===== config.mk =====
export PLATFORM = sky130hd
export DESIGN_NAME = merkle_inclusion_proof_verifier
export DESIGN_NICKNAME = d
export VERILOG_FILES = /design/src/design/mipv_pkg.sv /design/src/design/mipv_front.sv /design/src/design/mipv_core.sv /design/src/design/mipv_back.sv /design/src/design/merkle_inclusion_proof_verifier.sv
export SDC_FILE = /design/constraint.sdc
export NUM_CORES = 2
export LEC_CHECK = 0
export BUFFER_PORTS_ARGS = -buffer_cell sky130_fd_sc_hd__buf_2
export CELL_PAD_IN_SITES_DETAIL_PLACEMENT = 1
export CELL_PAD_IN_SITES_GLOBAL_PLACEMENT = 1
export CORE_ASPECT_RATIO = 1.25
export CORE_MARGIN = 2
export CORE_UTILIZATION = 57
export DETAILED_ROUTE_END_ITERATION = 8
export MAX_ROUTING_LAYER = met4
export PLACE_DENSITY_LB_ADDON = 0.1
export SLEW_MARGIN = 0
export SYNTH_ARGS = -nofsm -noshare
export SYNTH_HDL_FRONTEND = slang
export SYNTH_SLANG_ARGS = --single-unit

===== constraint.sdc =====
create_clock -name clk_i -period 49.1 [get_ports clk_i]
set_input_delay 4.91 -clock clk_i [delete_from_list [all_inputs] [get_ports clk_i]]
set_output_delay 4.91 -clock clk_i [all_outputs]
set_load 0.05 [all_outputs]

===== src/design/mipv_pkg.sv =====
// Shared types, constants and message helpers of the Merkle proof verifier
package mipv_pkg;

  localparam int unsigned QDepth = 4;
  localparam int unsigned QAw    = 2;

  typedef enum logic [1:0] {
    REQ_LEAF  = 2'd0,
    REQ_LEFT  = 2'd1,
    REQ_RIGHT = 2'd2,
    REQ_ROOT  = 2'd3
  } req_e;

  localparam logic [1:0] LastWord = 2'd3;

  // One queued beat, classified by the front end
  typedef struct packed {
    req_e        kind;
    logic [1:0]  word_index;
    logic        last;
    logic [63:0] digest_word;
  } item_t;

  typedef struct packed {
    logic start;
  } core_ctl_t;

  typedef struct packed {
    logic busy;
    logic done;
  } core_sts_t;

  localparam logic [255:0] InitH = {
    32'h6a09e667, 32'hbb67ae85, 32'h3c6ef372, 32'ha54ff53a,
    32'h510e527f, 32'h9b05688c, 32'h1f83d9ab, 32'h5be0cd19
  };

  localparam logic [31:0] RoundK [64] = '{
    32'h428a2f98, 32'h71374491, 32'hb5c0fbcf, 32'he9b5dba5, 32'h3956c25b, 32'h59f111f1,
    32'h923f82a4, 32'hab1c5ed5, 32'hd807aa98, 32'h12835b01, 32'h243185be, 32'h550c7dc3,
    32'h72be5d74, 32'h80deb1fe, 32'h9bdc06a7, 32'hc19bf174, 32'he49b69c1, 32'hefbe4786,
    32'h0fc19dc6, 32'h240ca1cc, 32'h2de92c6f, 32'h4a7484aa, 32'h5cb0a9dc, 32'h76f988da,
    32'h983e5152, 32'ha831c66d, 32'hb00327c8, 32'hbf597fc7, 32'hc6e00bf3, 32'hd5a79147,
    32'h06ca6351, 32'h14292967, 32'h27b70a85, 32'h2e1b2138, 32'h4d2c6dfc, 32'h53380d13,
    32'h650a7354, 32'h766a0abb, 32'h81c2c92e, 32'h92722c85, 32'ha2bfe8a1, 32'ha81a664b,
    32'hc24b8b70, 32'hc76c51a3, 32'hd192e819, 32'hd6990624, 32'hf40e3585, 32'h106aa070,
    32'h19a4c116, 32'h1e376c08, 32'h2748774c, 32'h34b0bcb5, 32'h391c0cb3, 32'h4ed8aa4a,
    32'h5b9cca4f, 32'h682e6ff3, 32'h748f82ee, 32'h78a5636f, 32'h84c87814, 32'h8cc70208,
    32'h90befffa, 32'ha4506ceb, 32'hbef9a3f7, 32'hc67178f2
  };

  // Ten-byte ASCII node prefix, first byte in the top bits
  localparam logic [79:0] NodePrefix = 80'h6361726c3a6e6f64653a;

  // ASCII hex character of nibble k of a 256-bit digest
  function automatic logic [7:0] hex_char(logic [255:0] dig, logic [5:0] k, logic upper);
    logic [255:0] sh;
    logic [3:0]   nib;
    sh  = dig >> (9'd252 - {1'b0, k, 2'b00});
    nib = sh[3:0];
    if (nib < 4'd10) hex_char = 8'h30 + {4'h0, nib};
    else hex_char = (upper ? 8'h41 : 8'h61) + {4'h0, nib} - 8'd10;
  endfunction

  // Byte n of the padded 192-byte node message
  function automatic logic [7:0] msg_byte(logic [7:0] n, logic [255:0] left,
                                          logic [255:0] right, logic upper);
    logic [79:0] ps;
    logic [7:0]  off;
    ps  = NodePrefix << {n[3:0], 3'b000};
    off = 8'd0;
    if (n < 8'd10) msg_byte = ps[79:72];
    else if (n < 8'd74) begin
      off = n - 8'd10;
      msg_byte = hex_char(left, off[5:0], upper);
    end else if (n < 8'd138) begin
      off = n - 8'd74;
      msg_byte = hex_char(right, off[5:0], upper);
    end else if (n == 8'd138) msg_byte = 8'h80;
    else if (n == 8'd190) msg_byte = 8'h04;
    else if (n == 8'd191) msg_byte = 8'h50;
    else msg_byte = 8'h00;
  endfunction

  // Big-endian 32-bit message word at word index idx (0..47)
  function automatic logic [31:0] msg_word(logic [5:0] idx, logic [255:0] left,
                                           logic [255:0] right, logic upper);
    logic [7:0] base;
    base = {idx, 2'b00};
    msg_word = {msg_byte(base, left, right, upper),
                msg_byte(base + 8'd1, left, right, upper),
                msg_byte(base + 8'd2, left, right, upper),
                msg_byte(base + 8'd3, left, right, upper)};
  endfunction

endpackage


===== src/design/mipv_front.sv =====
// Front end: accepts input beats, classifies them and queues them
module mipv_front (
  input  logic            clk_i,
  input  logic            rst_ni,
  input  logic            in_valid_i,
  output logic            in_ready_o,
  input  logic [1:0]      in_kind_i,
  input  logic [1:0]      in_index_i,
  input  logic [63:0]     in_word_i,
  output logic            q_valid_o,
  output mipv_pkg::item_t q_item_o,
  input  logic            q_pop_i
);
  import mipv_pkg::*;

  item_t          mem_q [QDepth];
  logic [QAw-1:0] wr_q, wr_d, rd_q, rd_d;
  logic [QAw:0]   cnt_q, cnt_d;
  logic           push;
  item_t          item_in;

  // Classify the incoming beat
  always_comb begin
    item_in.kind        = req_e'(in_kind_i);
    item_in.word_index  = in_index_i;
    item_in.last        = (in_index_i == LastWord);
    item_in.digest_word = in_word_i;
  end

  assign in_ready_o = (cnt_q != QDepth[QAw:0]);
  assign push       = in_valid_i && in_ready_o;
  assign q_valid_o  = (cnt_q != '0);
  assign q_item_o   = mem_q[rd_q];

  // Pointer and fill bookkeeping
  always_comb begin
    wr_d  = push ? wr_q + 1'b1 : wr_q;
    rd_d  = q_pop_i ? rd_q + 1'b1 : rd_q;
    cnt_d = cnt_q + {{QAw{1'b0}}, push} - {{QAw{1'b0}}, q_pop_i};
  end

  always_ff @(posedge clk_i or negedge rst_ni) begin
    if (!rst_ni) begin
      wr_q  <= '0;
      rd_q  <= '0;
      cnt_q <= '0;
    end else begin
      wr_q  <= wr_d;
      rd_q  <= rd_d;
      cnt_q <= cnt_d;
    end
  end

  // Queue storage
  always_ff @(posedge clk_i) begin
    if (push) begin
      mem_q[wr_q] <= item_in;
    end
  end

endmodule


===== src/design/mipv_core.sv =====
// SHA-256 engine: one round per cycle over the three blocks of a node message
module mipv_core (
  input  logic                clk_i,
  input  logic                rst_ni,
  input  mipv_pkg::core_ctl_t ctl_i,
  output mipv_pkg::core_sts_t sts_o,
  output logic [5:0]          msg_idx_o,
  input  logic [31:0]         msg_word_i,
  output logic [255:0]        digest_o
);
  import mipv_pkg::*;

  typedef enum logic [1:0] {
    C_IDLE,
    C_ROUND,
    C_FIN
  } cstate_e;

  cstate_e     state_q;
  logic [5:0]  rnd_q;
  logic [1:0]  blk_q;
  logic        done_q;
  logic [31:0] h_q [8];
  logic [31:0] v_q [8];
  logic [31:0] w_q [16];
  logic [31:0] w_new, s0, s1, t1, t2, ep0, ep1, ch, maj;
  logic [31:0] h_sum [8];

  function automatic logic [31:0] rotr(logic [31:0] x, int unsigned n);
    rotr = (x >> n) | (x << (32 - n));
  endfunction

  assign msg_idx_o = {blk_q, rnd_q[3:0]};
  assign sts_o.busy = (state_q != C_IDLE);
  assign sts_o.done = done_q;

  // Round datapath
  always_comb begin
    s0  = rotr(w_q[1], 7) ^ rotr(w_q[1], 18) ^ (w_q[1] >> 3);
    s1  = rotr(w_q[14], 17) ^ rotr(w_q[14], 19) ^ (w_q[14] >> 10);
    w_new = (rnd_q < 6'd16) ? msg_word_i : s1 + w_q[9] + s0 + w_q[0];
    ep1 = rotr(v_q[4], 6) ^ rotr(v_q[4], 11) ^ rotr(v_q[4], 25);
    ch  = (v_q[4] & v_q[5]) ^ (~v_q[4] & v_q[6]);
    t1  = v_q[7] + ep1 + ch + RoundK[rnd_q] + w_new;
    ep0 = rotr(v_q[0], 2) ^ rotr(v_q[0], 13) ^ rotr(v_q[0], 22);
    maj = (v_q[0] & v_q[1]) ^ (v_q[0] & v_q[2]) ^ (v_q[1] & v_q[2]);
    t2  = ep0 + maj;
    for (int i = 0; i < 8; i++) h_sum[i] = h_q[i] + v_q[i];
  end

  for (genvar g = 0; g < 8; g++) begin : g_dig
    assign digest_o[255-32*g -: 32] = h_q[g];
  end

  // Control
  always_ff @(posedge clk_i or negedge rst_ni) begin
    if (!rst_ni) begin
      state_q <= C_IDLE;
      rnd_q   <= '0;
      blk_q   <= '0;
      done_q  <= 1'b0;
    end else begin
      done_q <= 1'b0;
      case (state_q)
        C_IDLE: begin
          if (ctl_i.start) begin
            rnd_q   <= '0;
            blk_q   <= '0;
            state_q <= C_ROUND;
          end
        end
        C_ROUND: begin
          rnd_q <= rnd_q + 6'd1;
          if (rnd_q == 6'd63) state_q <= C_FIN;
        end
        C_FIN: begin
          rnd_q <= '0;
          if (blk_q == 2'd2) begin
            done_q  <= 1'b1;
            state_q <= C_IDLE;
          end else begin
            blk_q   <= blk_q + 2'd1;
            state_q <= C_ROUND;
          end
        end
        default: state_q <= C_IDLE;
      endcase
    end
  end

  // Working variables, chaining value and schedule line
  always_ff @(posedge clk_i) begin
    if (state_q == C_IDLE && ctl_i.start) begin
      for (int i = 0; i < 8; i++) begin
        h_q[i] <= InitH[255-32*i -: 32];
        v_q[i] <= InitH[255-32*i -: 32];
      end
    end else if (state_q == C_ROUND) begin
      v_q[0] <= t1 + t2;
      v_q[1] <= v_q[0];
      v_q[2] <= v_q[1];
      v_q[3] <= v_q[2];
      v_q[4] <= v_q[3] + t1;
      v_q[5] <= v_q[4];
      v_q[6] <= v_q[5];
      v_q[7] <= v_q[6];
      for (int i = 0; i < 15; i++) w_q[i] <= w_q[i+1];
      w_q[15] <= w_new;
    end else if (state_q == C_FIN) begin
      for (int i = 0; i < 8; i++) begin
        h_q[i] <= h_sum[i];
        v_q[i] <= h_sum[i];
      end
    end
  end

endmodule


===== src/design/mipv_back.sv =====
// Back end: digest registers, step handling, root compare and result register
module mipv_back (
  input  logic            clk_i,
  input  logic            rst_ni,
  input  logic            hex_upper_i,
  input  logic            q_valid_i,
  input  mipv_pkg::item_t q_item_i,
  output logic            q_pop_o,
  output logic            res_valid_o,
  input  logic            res_ready_i,
  output logic            res_match_o,
  output logic [7:0]      res_steps_o
);
  import mipv_pkg::*;

  typedef enum logic {
    B_IDLE,
    B_HASH
  } bstate_e;

  bstate_e      state_q;
  logic [63:0]  cur_q [4];
  logic [63:0]  sib_q [4];
  logic         mis_q;
  logic [7:0]   step_q;
  logic         left_sib_q;
  logic         res_valid_q;
  logic         res_match_q;
  logic [7:0]   res_steps_q;
  logic         mis_new;
  logic         is_root_last;
  logic [255:0] cur_flat, sib_flat, left, right, digest;
  logic [5:0]   msg_idx;
  logic [31:0]  msg_word;
  core_ctl_t    core_ctl;
  core_sts_t    core_sts;

  assign cur_flat = {cur_q[0], cur_q[1], cur_q[2], cur_q[3]};
  assign sib_flat = {sib_q[0], sib_q[1], sib_q[2], sib_q[3]};
  assign left     = left_sib_q ? sib_flat : cur_flat;
  assign right    = left_sib_q ? cur_flat : sib_flat;
  assign msg_word = mipv_pkg::msg_word(msg_idx, left, right, hex_upper_i);

  // Take a beat when idle; a final root beat also needs the result slot
  assign is_root_last = (q_item_i.kind == REQ_ROOT) && q_item_i.last;
  assign q_pop_o = (state_q == B_IDLE) && !core_sts.busy && q_valid_i &&
                   (!is_root_last || !res_valid_q || res_ready_i);
  assign core_ctl.start = q_pop_o && q_item_i.last &&
                          (q_item_i.kind == REQ_LEFT || q_item_i.kind == REQ_RIGHT);

  assign mis_new = ((q_item_i.word_index == 2'd0) ? 1'b0 : mis_q) ||
                   (q_item_i.digest_word != cur_q[q_item_i.word_index]);

  mipv_core u_core (
    .clk_i      (clk_i),
    .rst_ni     (rst_ni),
    .ctl_i      (core_ctl),
    .sts_o      (core_sts),
    .msg_idx_o  (msg_idx),
    .msg_word_i (msg_word),
    .digest_o   (digest)
  );

  assign res_valid_o = res_valid_q;
  assign res_match_o = res_match_q;
  assign res_steps_o = res_steps_q;

  // Sequencer and digest state
  always_ff @(posedge clk_i or negedge rst_ni) begin
    if (!rst_ni) begin
      state_q     <= B_IDLE;
      mis_q       <= 1'b0;
      step_q      <= '0;
      left_sib_q  <= 1'b0;
      res_valid_q <= 1'b0;
      for (int i = 0; i < 4; i++) begin
        cur_q[i] <= '0;
        sib_q[i] <= '0;
      end
    end else begin
      // Result slot frees unless a new root verdict refills it this cycle
      if (res_valid_q && res_ready_i && !(q_pop_o && is_root_last)) res_valid_q <= 1'b0;
      case (state_q)
        B_IDLE: begin
          if (q_pop_o) begin
            case (q_item_i.kind)
              REQ_LEAF: begin
                cur_q[q_item_i.word_index] <= q_item_i.digest_word;
                if (q_item_i.last) step_q <= '0;
              end
              REQ_LEFT, REQ_RIGHT: begin
                sib_q[q_item_i.word_index] <= q_item_i.digest_word;
                left_sib_q <= (q_item_i.kind == REQ_LEFT);
                if (q_item_i.last) state_q <= B_HASH;
              end
              REQ_ROOT: begin
                mis_q <= mis_new;
                if (q_item_i.last) res_valid_q <= 1'b1;
              end
              default: ;
            endcase
          end
        end
        B_HASH: begin
          if (core_sts.done) begin
            for (int i = 0; i < 4; i++) cur_q[i] <= digest[255-64*i -: 64];
            if (step_q != 8'hff) step_q <= step_q + 8'd1;
            state_q <= B_IDLE;
          end
        end
        default: state_q <= B_IDLE;
      endcase
    end
  end

  // Result payload
  always_ff @(posedge clk_i) begin
    if (q_pop_o && is_root_last) begin
      res_match_q <= !mis_new;
      res_steps_q <= step_q;
    end
  end

endmodule


===== src/design/merkle_inclusion_proof_verifier.sv =====
// Top level of the Merkle inclusion proof verifier
//
// Input stream: each beat carries one 64-bit quarter of a digest. tuser says
// whether it is a leaf, a left sibling, a right sibling or the expected root
// word; tdata holds the quarter index and the word. Word index 3 completes
// a digest. A completed sibling starts a SHA-256 over the 138-byte node
// text (prefix and hex of left then right digest, letter case from the
// configuration register).
// Output stream: one beat per completed root, with the match flag and the
// saturating count of proof steps hashed since the leaf.
// Timing: beats enter a four-entry queue. A plain word at the queue head is
// consumed in that same cycle once the back end is idle; a completing
// sibling word occupies the back end while the one-round-per-cycle hash
// unit runs three blocks of rounds with feed-forward, start and write-back.
// A root result appears in the cycle after its last word is taken.
// Reset clears the digests, count and queue; hex case resets to lowercase.
// A stalled result holds in its register; the back end then takes no further
// final root word, while the queue keeps accepting until full.
module merkle_inclusion_proof_verifier (
  input  logic        clk_i,
  input  logic        rst_ni,
  input  logic        cfg_valid_i,
  output logic        cfg_ready_o,
  input  logic        cfg_data_i,      // hex_upper
  input  logic        s_axis_tvalid_i,
  output logic        s_axis_tready_o,
  input  logic [71:0] s_axis_tdata_i,  // [1:0] word_index, [65:2] digest_word, rest zero
  input  logic [1:0]  s_axis_tuser_i,  // [1:0] req_type
  output logic        m_axis_tvalid_o,
  input  logic        m_axis_tready_i,
  output logic [15:0] m_axis_tdata_o   // [0] match, [8:1] steps_applied, rest zero
);
  import mipv_pkg::*;

  logic       hex_upper_q;
  logic       q_valid, q_pop;
  item_t      q_item;
  logic       res_match;
  logic [7:0] res_steps;

  assign cfg_ready_o = 1'b1;

  // Configuration register
  always_ff @(posedge clk_i or negedge rst_ni) begin
    if (!rst_ni) hex_upper_q <= 1'b0;
    else if (cfg_valid_i) hex_upper_q <= cfg_data_i;
  end

  mipv_front u_front (
    .clk_i      (clk_i),
    .rst_ni     (rst_ni),
    .in_valid_i (s_axis_tvalid_i),
    .in_ready_o (s_axis_tready_o),
    .in_kind_i  (s_axis_tuser_i),
    .in_index_i (s_axis_tdata_i[1:0]),
    .in_word_i  (s_axis_tdata_i[65:2]),
    .q_valid_o  (q_valid),
    .q_item_o   (q_item),
    .q_pop_i    (q_pop)
  );

  mipv_back u_back (
    .clk_i       (clk_i),
    .rst_ni      (rst_ni),
    .hex_upper_i (hex_upper_q),
    .q_valid_i   (q_valid),
    .q_item_i    (q_item),
    .q_pop_o     (q_pop),
    .res_valid_o (m_axis_tvalid_o),
    .res_ready_i (m_axis_tready_i),
    .res_match_o (res_match),
    .res_steps_o (res_steps)
  );

  assign m_axis_tdata_o = {7'd0, res_steps, res_match};

endmodule


# Word-level counts from Yosys, hierarchy flattened
# Memory sizes are Yosys's and may differ from the RTL's.
# Index checks and enable logic that the tools add are counted.
[totals] rom_bits=2048 n_memories=5 wordCells=359 reg_bits=552 mem_bits_rw=1300 in_bits=80
[classes] magnitude_cmp=24 bitwise=54 n_addsub=68 n_eq_ne=28 reduce_logical=36 shifts=12 n_mux=109
[mem_list] name="(no name shown)" words=64 width=32 read_ports=1 rd_ports_with_merged_regs=0 write_ports=0 line="mipv_core.sv:44" rtl="t1 = v_q[7] + ep1 + ch + RoundK[rnd_q] + w_new;"
[mem_list] name="u_back.u_core.w_q" words=16 width=32 read_ports=16 rd_ports_with_merged_regs=0 write_ports=16 line="mipv_core.sv:25" rtl="logic [31:0] w_q [16];"
[mem_list] name="u_front.mem_q" words=4 width=69 read_ports=1 rd_ports_with_merged_regs=0 write_ports=1 line="mipv_front.sv:16" rtl="item_t mem_q [QDepth];"
[mem_list] name="u_back.u_core.h_q" words=8 width=32 read_ports=8 rd_ports_with_merged_regs=0 write_ports=8 line="mipv_core.sv:23" rtl="logic [31:0] h_q [8];"
[mem_list] name="u_back.u_core.v_q" words=8 width=32 read_ports=8 rd_ports_with_merged_regs=0 write_ports=8 line="mipv_core.sv:24" rtl="logic [31:0] v_q [8];"
[ops] operator="256-bit by 9-bit >> shifter with 4-bit output" count=8
[ops] operator="256-bit 2-to-1 mux" count=5
[ops] operator="32-bit 2-to-1 mux" count=27
[ops] operator="32-bit adder" count=18
[ops] operator="256-bit bitwise mux" count=2
[ops] operator="256-bit one-hot mux with 2 select lines" count=1
[ops] operator="79-bit by 7-bit left shift with 80-bit output (first input constant)" count=4
[ops] operator="32-bit XOR" count=9
[ops] operator="8-bit 2-to-1 mux" count=31
[ops] operator="64-bit 2-to-1 mux" count=3
[ops] operator="32-bit AND" count=5
[ops] operator="64-bit binary-select mux with 2-bit select" count=1
[ops] operator="64-bit demux with 2-bit select" count=1
[ops] operator="8-bit equality test (second input constant)" count=9
[ops] operator="8-bit by 8-bit subtractor with 9-bit output (first input constant)" count=8
[ops] operator="64-bit != test" count=1
[ops] operator="8-bit by 4-bit subtractor with 8-bit output (second input constant)" count=8
[ops] operator="6-bit by 4-bit adder with 7-bit output (first input constant)" count=8
[ops] operator="8-bit by 4-bit adder with 8-bit output" count=6
[ops] operator="6-bit by 4-bit subtractor with 6-bit output (second input constant)" count=8
[ops] operator="4-bit < comparator (second input constant)" count=8
[ops] operator="8-bit by 4-bit < comparator with 1-bit output (second input constant)" count=4
[ops] operator="8-bit by 7-bit < comparator with 1-bit output (second input constant)" count=4
[ops] operator="8-bit < comparator (second input constant)" count=4
[ops] operator="other kinds (54)" count=148

# Longest topological paths before layout
[logic_depth] word_depth=15 ltp_mapped=50 ltp_nobuf=45

# By module
# From an unflattened synthesis, not the netlist that was laid out.
[hier_totals] cells_unflattened=8942 hier_area_um2=107211.6
[by_module_without_submodules] module="mipv_core" area_each_um2=63439.6 cells_each=5689 seq_area_each_um2=31024.8 instances=1
[by_module_without_submodules] module="mipv_back" area_each_um2=33163.1 cells_each=2838 seq_area_each_um2=13382.8 instances=1
[by_module_without_submodules] module="mipv_front" area_each_um2=10493.8 cells_each=402 seq_area_each_um2=8463.1 instances=1
[by_module_without_submodules] module="merkle_inclusion_proof_verifier" area_each_um2=115.1 cells_each=13 seq_area_each_um2=25.0 instances=1

# Least setup slack after synthesis
# OpenSTA, ideal clock, no wires.
[synth_path] kind="register to register" from="register u_back.u_core.state_q[1]" to="memory u_back.u_core.v_q[0][0], enable pin" period_less_slack_ns=15.564 path_stages_with_launch=7 t_arrival_ns=15.106 t_required_ns=48.642 setup_ns=0.458 n_path_buf=2 slack_ns=33.536 path_cell_list="dfrtp_1 inv_1 ha_1 clkbuf_1 inv_1 buf_1 nand2_1"
[synth_rtl] element="from (decl)" line="mipv_core.sv:19" rtl="cstate_e state_q;"
[synth_rtl] element="from (signal assigned)" line="mipv_core.sv:58" rtl="state_q <= C_IDLE;"
[synth_rtl] element="from (signal assigned)" line="mipv_core.sv:69" rtl="state_q <= C_ROUND;"
[synth_rtl] element="from (signal assigned)" line="mipv_core.sv:74" rtl="if (rnd_q == 6'd63) state_q <= C_FIN;"
[synth_rtl] element="to (decl)" line="mipv_core.sv:24"

==> flow_summary.json <==
{
  "synth_seq_area_share": 0.4936,
  "fmax_mhz": 64.96,
  "vias_per_cell": 6.899,
  "endpoint_kind": "flop",
  "syn_inst": 9006,
  "setup_viol": 0,
  "cts_tree": "built",
  "post_cts.repair.setup_buffers": 0,
  "synthXorXnorAreaFrac": 0.05157,
  "htree_levels": 4,
  "grt_pass1_vias": 83563,
  "ant_nets": 0,
  "slew_viol_final": 0,
  "core_area_um2": 186500,
  "synth_top_family_by_area": "compound AO/OA/AOI/OAI gates",
  "wl_um": 427900,
  "seqPwrFrac": 0.512,
  "synth_most_common_cell": "edfxtp_1",
  "clock_power_share": 0.444,
  "nFillCells": 18582,
  "arrival_ns": 15.99,
  "fin_tns_setup_ns": 0,
  "synth.area.top_cells": "edfxtp_1 37%, dfrtp_1 13%, mux4_2 7.2%, ha_1 4.9%, a21oi_1 4.5%",
  "fin_skew_ns": 0.1078,
  "cts_root_buf": "clkbuf_16",
  "cts-buffers-inserted": 186,
  "avgSynthCellArea_um2": 11.90,
  "crit_slowest_cell": "xor2_1",
  "place_hpwl_um": 315900,
  "area_growth_pct": 8.345,
  "fin_crit_sh": 0.3135,
  "antenna_found_initial": 36,
  "routedWlPerCell_um": 36.84,
  "grtUsageMet1": 0.4988,
  "port_buffers": 84,
  "use_met3": 0.1140,
  "synth_cell_types": 106,
  "busiest_layer": "met2",
  "synth_compound_area_frac": 0.1343,
  "vias": 80136,
  "cp_common_cell": "buf_4",
  "overflow": 0,
  "insertion_delay_ns": 0.94,
  "synth_edf_count": 1309,
  "first_pass_iters": 6,
  "synth_top_area_cell": "edfxtp_1",
  "period_minus_slack_ns": 15.39,
  "rsz0062_at_grt": "no",
  "status": "complete, no violations",
  "multiInputGateArea_um2": 50410,
  "worst_setup_path_start_kind": "flop",
  "ir_worst_vdd_uv": 43.62,
  "switching_power_w": 0.0008052,
  "drt_iter0_drc": 8361,
  "intPower_w": 0.002580,
  "numClockSinks": 1852,
  "post_layout_nonfiller_instances": 11615,
  "synth_commonest_cells": "1309 x edfxtp_1, 956 x a21oi_1, 625 x nor2_1",
  "die_area_um2": 191500,
  "switching_share": 0.2379,
  "cts_hold_buf": 0,
  "power_frac_comb": 0.044,
  "cp_data_required_time_ns": 49.70,
  "drive_gt1_frac": 0.1362,
  "cts.clk_slew.worst_paths_ns": 0.07,
  "yosys.area_share.simple": 0.07553,
  "die_x_um": 391.8,
  "row_count": 177,
  "dp.cells": 11227,
  "p_leak_nw": 46.59,
  "grt_max_degree": 196,
  "track_usage": 0.4628,
  "regArea_um2": 52920,
  "drc": 0,
  "ctsResizeCount": 0,
  "tightest_slew_ns": 1.397,
  "ys_ff_latch": 1852,
  "max_cap_viol_count": 0,
  "io_pins": 99,
  "post_synth_mux_area_share": 0.1207,
  "synth.cell_area_um2": 107200,
  "ys_dominant_reg_cell": "edfxtp_1",
  "maxSlewHeadroom": 0.04188,
  "synthArstFlopShare": 0.2932,
  "initial_core_util": 0.5747,
  "die_h_um": 488.8,
  "finalWeightedCongestion": 1.019,
  "path_class": "reg -> reg",
  "total_power_w": 0.003385,
  "min_path_type": "reg -> reg",
  "synthAdderAreaFrac": 0.08623,
  "synthDominantCellAreaShare": 0.3668,
  "clk_path_buf_depth": 3,
  "postLayoutCoreUtil": 0.6227,
  "grtUsageMet2": 0.6896,
  "final_net_count": 9606,
  "synth_warnings": 0,
  "finalHoldViolCount": 0,
  "cellPowerDensity_nw_per_um2": 29.15,
  "critical_path.max_stage_delay_ns": 1.02,
  "crit_fanout": 59,
  "hold_ws_ns": 0.3749,
  "grt_pass1_wl_um": 606200,
  "rrSetupSlack_ns": 33.71
}
-- cells in the final DEF, fill, tap and decap left out, types with 191 or more instances in the layout --
master	netlist	final
mux4_2	343	341
fa_1	196	196
a21o_1	238	238
nand2_1	506	500
ha_1	421	416
edfxtp_1	1309	1309
mux2_2	296	296
xnor2_1	430	429
inv_1	477	474
clkbuf_16	0	191
a21oi_1	956	956
xor2_1	201	201
dfrtp_1	543	535
nor2_1	625	619
o21ai_0	419	419
-- final cells by class --
class	instances	share of cell area
Sequential cell	1852	0.4558
Clock buffer	254	0.04484
Inverter	482	0.01569
Clock inverter	92	0.01014
Tap cell	2506	0.02700
Antenna cell	42	0.0009051
Timing Repair Buffer	197	0.01155
Multi-Input combinational cell	6190	0.4341
-- power by group through the flow --
stage | Combinational (W) | Clock (W) | Sequential [W]
after floorplan | 0.0000744 | 0 | 0.00176
after global placement | 0.000141 | 0 | 0.00175
after detailed placement | 0.000146 | 0 | 0.00176
after CTS | 0.000148 | 0.00151 | 0.00173
after global routing | 0.000154 | 0.00156 | 0.00173
final | 0.000149 | 0.00150 | 0.00173
-- critical path: cells and delay by family, from the launching register on --
kind                     cells  cell delay (ns)
AO/OA/AOI/OAI               14             4.11
buffers and inverters        6             3.22
AND/OR/NAND/NOR              3             0.78
flip-flops                   1             0.70
multiplexers                 3             2.14
XOR/XNOR                     4             1.56
adder cells (fa/ha/maj)      5             2.32
-- state kept, by name, indices dropped and copies added, names as in the netlist --
| name | cells |
|---|---|
| hex_upper_q | 1 |
| u_back.cur_flat | 256 |
| u_back.left_sib_q | 1 |
| u_back.mis_q | 1 |
| u_back.res_match_o | 1 |
| u_back.res_steps_o | 8 |
| u_back.res_valid_o | 1 |
| u_back.sib_flat | 256 |
| u_back.state_q | 1 |
| u_back.step_q | 8 |
| u_back.u_core.blk_q | 2 |
| u_back.u_core.done_q | 1 |
| u_back.u_core.h_q | 256 |
| u_back.u_core.rnd_q | 6 |
| u_back.u_core.state_q | 2 |
| u_back.u_core.v_q | 256 |
| u_back.u_core.w_q | 512 |
| u_front.cnt_q | 3 |
| u_front.mem_q | 276 |
| u_front.rd_q | 2 |
| u_front.wr_q | 2 |
-- per-layer routing --
metal | vias up | share of wire
li1 | 33085 | -
met1 | 41156 | 0.33
met2 | 4296 | 0.45
met3 | 1599 | 0.088
met4 | 0 | 0.13
met5 | - | 0
-- worst paths after layout --
kind                                                startpoint                                  end  cells past startpoint
max                         u_back.u_core.rnd_q[0]$_DFFE_PN0P_   u_back.u_core.v_q[1][31]$_DFFE_PP_                     35
min                        u_back.u_core.w_q[1][229]$_DFFE_PP_  u_back.u_core.w_q[1][197]$_DFFE_PP_                      0
max reg2reg                 u_back.u_core.rnd_q[0]$_DFFE_PN0P_   u_back.u_core.v_q[1][31]$_DFFE_PP_                     35
min reg2reg                u_back.u_core.w_q[1][229]$_DFFE_PP_  u_back.u_core.w_q[1][197]$_DFFE_PP_                      0
max in group asynchronous                               rst_ni   u_back.u_core.rnd_q[0]$_DFFE_PN0P_                      2
min in group asynchronous                               rst_ni     u_back.sib_flat[150]$_DFFE_PN0P_                      1
-- through the flow --
stage	worst slack, ns	area, um^2
after floorplan	33.54	107200
after detailed placement	34.31	109600
after global routing	33.29	116100
after global placement	34.72	109600
after CTS	34.14	116000
final	33.71	116100
-- logic make-up after synthesis --
| family | count (synthesis) |
|---|---|
| flops | 1852 |
| simple gates | 1772 |
| xor+xnor | 631 |
| buf+inv | 970 |
| other cells | 2 |
| fa+ha+maj | 622 |
| compound gates | 2340 |
| mux | 817 |
(Power assumes the default switching activity.)
